### src/bsep_pkg.sv
// shared types and constants of the burning ship escape-time pixel engine
package bsep_pkg;

  localparam int CFG_IDX_W  = 2;
  localparam int CFG_DATA_W = 12;

  localparam logic [CFG_IDX_W-1:0] CFG_MAX_ITER = 2'd0;
  localparam logic [CFG_IDX_W-1:0] CFG_ORIGIN_X = 2'd1;
  localparam logic [CFG_IDX_W-1:0] CFG_ORIGIN_Y = 2'd2;

  localparam logic [8:0] ITER_CAP = 9'd256;

  // register stages of the plane mapping
  localparam int DIV_STEPS = 2;

  typedef struct packed {
    logic [7:0] pixel_col;
    logic [7:0] pixel_row;
  } in_item_t;

  typedef struct packed {
    logic [12:0] screen_x;
    logic [12:0] screen_y;
    logic [8:0]  iterations;
    logic [7:0]  red;
    logic [7:0]  green;
    logic [7:0]  blue;
  } out_item_t;

  typedef struct packed {
    logic load;
    logic div_step;
    logic c_load;
    logic iter_step;
    logic finish;
  } cmd_t;

  typedef struct packed {
    logic stop;
  } sts_t;

endpackage

### src/bsep_ctrl.sv
// controller: sequences divide, setup and iteration phases of one item
module bsep_ctrl (
  input  logic           clk,
  input  logic           rst_n,
  input  logic           start,
  output logic           busy,
  output bsep_pkg::cmd_t cmd,
  input  bsep_pkg::sts_t sts
);

  localparam int CW = $clog2(bsep_pkg::DIV_STEPS + 1);
  localparam logic [CW-1:0] LAST = CW'(bsep_pkg::DIV_STEPS - 1);

  typedef enum logic [1:0] {
    S_IDLE,
    S_DIV,
    S_SAT,
    S_ITER
  } state_t;

  state_t        state_r;
  logic [CW-1:0] cnt_r;
  logic          busy_r;

  always_comb begin
    cmd           = '0;
    cmd.load      = (state_r == S_IDLE) && start;
    cmd.div_step  = (state_r == S_DIV);
    cmd.c_load    = (state_r == S_SAT);
    cmd.iter_step = (state_r == S_ITER) && !sts.stop;
    cmd.finish    = (state_r == S_ITER) && sts.stop;
  end

  always_ff @(posedge clk) begin
    if (!rst_n) begin
      state_r <= S_IDLE;
      cnt_r   <= '0;
      busy_r  <= 1'b0;
    end else begin
      case (state_r)
        S_IDLE: begin
          if (start) begin
            state_r <= S_DIV;
            cnt_r   <= '0;
            busy_r  <= 1'b1;
          end
        end
        S_DIV: begin
          cnt_r <= cnt_r + 1'b1;
          if (cnt_r == LAST) begin
            state_r <= S_SAT;
          end
        end
        S_SAT: begin
          state_r <= S_ITER;
        end
        S_ITER: begin
          if (sts.stop) begin
            state_r <= S_IDLE;
            busy_r  <= 1'b0;
          end
        end
        default: begin
          state_r <= S_IDLE;
          busy_r  <= 1'b0;
        end
      endcase
    end
  end

  assign busy = busy_r;

endmodule

### config.mk
export PLATFORM = sky130hd
export DESIGN_NAME = bsep_ctrl
export DESIGN_NICKNAME = d
export VERILOG_FILES = /design/src/bsep_pkg.sv /design/src/bsep_ctrl.sv
export SDC_FILE = /design/constraint.sdc
export NUM_CORES = 1
export LEC_CHECK = 0
export BUFFER_PORTS_ARGS = -buffer_cell sky130_fd_sc_hd__buf_2
export CAP_MARGIN = 40
export CORE_AREA = 2 2 39 41
export CTS_CLUSTER_SIZE = 30
export DETAILED_ROUTE_END_ITERATION = 16
export DIE_AREA = 0 0 41 43
export HOLD_SLACK_MARGIN = 0.06
export PLACE_DENSITY = 0.53
export SLEW_MARGIN = 30
export SYNTH_ARGS = -nofsm -noshare
export SYNTH_HDL_FRONTEND = slang
export SYNTH_SLANG_ARGS = --single-unit
### constraint.sdc
create_clock -name clk -period 4.45 [get_ports clk]
set_clock_uncertainty 0.2 [all_clocks]
set_input_delay 0.445 -clock clk [delete_from_list [all_inputs] [get_ports clk]]
set_output_delay 0.445 -clock clk [all_outputs]
set_load 0.05 [all_outputs]
==> results.py <==
metrics = {
    "run_status": {
        "outcome": "complete, no violations",
    },
    "grt": {
        "grt_usage": 0.0793,
        "antenna_found_initial": 0,
        "overflow": 0,
        "grt_pass1_vias": 237,
        "grt_max_degree": 8,
        "grt_pass1_wl_um": 883,
    },
    "synthesis": {
        "muxShareOfSynthArea": 0.0848,
        "yosys.area_share.xor_xnor": 0,
        "ys_warn_count": 0,
        "synth_cell_type_count": 17,
        "synth_top_family_by_area": "simple AND/OR/NAND/NOR gates",
        "yosys.area_share.simple": 0.261,
        "synth_nets": 47,
        "synth_adder_area_share": 0.212,
        "synth_compound_area_frac": 0.117,
        "postSynthCellCount": 37,
        "synth_seq_cells": 5,
        "ys_seq_area_frac": 0.283,
        "syn_area_um2": 354,
        "synth.avg_cell_area_um2": 9.57,
    },
    "floorplanning": {
        "rows": 14,
        "fp.dieH_um": 43,
        "die_x_um": 41,
        "ioPinCount": 10,
        "core_um2": 1380,
        "initial_utilization": 0.256,
        "die_area_um2": 1760,
    },
    "drt": {
        "vias": 272,
        "drt_pre_antenna_iters": 3,
        "wl_um": 585,
        "final_antenna_net_count": 0,
        "drc": 0,
        "wl_per_cell_um": 8.86,
        "via_per_inst": 4.12,
        "first_iter_violations": 1,
    },
    "pwr": {
        "power_mw": 0.300,
        "cellPowerDensity_nw_per_um2": 673,
        "ir_drop_mv": 0.143,
        "leakagePower_nw": 0.216,
    },
    "cts": {
        "postCtsSetupBuffers": 0,
        "hold_buffers": 0,
        "cts_buffer_depth": 2,
        "cts_tree": "built",
        "cts_inserted_buffers": 3,
        "cts.repair.resized": 0,
        "insertion_delay_ns": 0.24,
        "clock-sinks": 5,
        "htreeDepth": 1,
        "clkTransAtPathRegs_ns": 0.04,
        "cts-root-buf": "clkbuf_4",
    },
    "setup_path": {
        "cp-start-kind": "flip-flop",
        "cp-end-kind": "output port",
        "critPathMaxFanout": 4,
        "crit_arrival_ns": 1.35,
        "critPathKind": "reg -> out",
        "worstPathRequired_ns": 3.81,
    },
    "min_path": {
        "hp-class": "reg -> reg",
    },
    "cells_and_area": {
        "fin_nets": 61,
        "antenna_cells": 0,
        "postLayoutCoreUtil": 0.322,
        "multi_input_area_um2": 239,
        "areaGrowthSynthToFinish_pct": 25.8,
        "fin_area_um2": 445,
        "final_cells": 66,
        "regArea_um2": 100,
        "fillers": 159,
        "drive_above_1_share": 0.300,
    },
    "timing": {
        "max_freq_mhz": 502,
        "whs_ns": 0.281,
        "hold_violations": 0,
        "max_slew_margin": 0.836,
        "fin_crit_ns": 1.99,
        "slew_viol_final": 0,
        "setup_ws_ns": 2.46,
        "setup_tns_ns": 0,
        "grt_setup_unrepaired": "no",
        "tightest_slew_ns": 0.248,
        "period_share": 0.448,
        "setup_viol": 0,
    },
    "placed_design": {
        "gp_congestion": 0.689,
        "placed_area_um2": 419,
        "portBuffers": 9,
        "post-place-cells": 62,
        "dp_slack_ns": 2.71,
    },
    "job": {
        "cap_violations": 0,
    },
}
cells in the mapped netlist:
master	count	area share
ha_1	6	0.21
a21boi_0	2	0.042
dfxtp_1	5	0.28
inv_1	4	0.042
nor2_1	1	0.011
mux2i_1	3	0.085
nand3b_1	1	0.021
nand2_1	4	0.042
nor2b_1	2	0.035
nand2b_2	1	0.025
nor3b_4	1	0.053
nor2b_4	1	0.039
and2_1	2	0.035
o21ai_0	1	0.014
o21a_1	1	0.021
a21oi_1	1	0.014
a32oi_1	1	0.025
cell families (layout without fill, tap and decap cells):
| kind of cell | count (synthesis) | count (layout) |
|---|---|---|
| mux | 3 | 3 |
| compound gates | 6 | 6 |
| buf+inv | 4 | 17 |
| fa+ha+maj | 6 | 6 |
| flops | 5 | 5 |
| simple gates | 13 | 13 |
area by class of cell:
class / count / area share
well taps: 16 / 0.0449
repair buffers: 9 / 0.101
clock buffers: 4 / 0.0590
inverters: 4 / 0.0337
multi-input cells: 28 / 0.537
flip-flops and latches: 5 / 0.225
per-layer routing:
metal  wire length [um]  GRT usage  vias up
met3                 35     0.0157        2
met5                  0          0        -
met1                282     0.0868      111
li1                   -          -      150
met4                 21      0.100        0
met2                247      0.106        9
critical path, cell delays in order, from the launching register on:
cell and delay [ns]:
dfxtp_1 0.38, inv_1 0.10, ha_1 0.26, and2_1 0.17
buf_2 0.20
report_power, final:
group          internal, mW  leakage (nW)  switching [mW]
Sequential           0.0592        0.0411          0.0123
Clock                0.0339        0.0150          0.0191
Combinational        0.0627         0.160           0.112
cell usage in the layout (no fill, tap or decap), drive strengths merged:
master  count
dfxtp       5
a21oi       1
nand3b      1
o21ai       1
ha          6
mux2i       3
nand2b      1
nor2        1
o21a        1
clkbuf      4
nor2b       3
inv         4
a21boi      2
buf         9
nor3b       1
a32oi       1
and2        2
nand2       4
sequential cells by signal, indices dropped and copies added (netlist names):
register,flops
cnt_r,2
state_r,2
busy,1
final timing paths:
kind                           start                      end  slack (ns)  depth (start not counted)
max          state_r[0]$_SDFFE_PN0P_                   cmd[4]        2.46                          4
min            cnt_r[0]$_SDFFE_PN0P_    cnt_r[0]$_SDFFE_PN0P_        0.28                          2
max reg2reg  state_r[1]$_SDFFE_PN0P_  state_r[0]$_SDFFE_PN0P_        2.87                          5
min reg2reg    cnt_r[0]$_SDFFE_PN0P_    cnt_r[0]$_SDFFE_PN0P_        0.28                          2
Note: power is estimated with default switching activity, not from simulation.
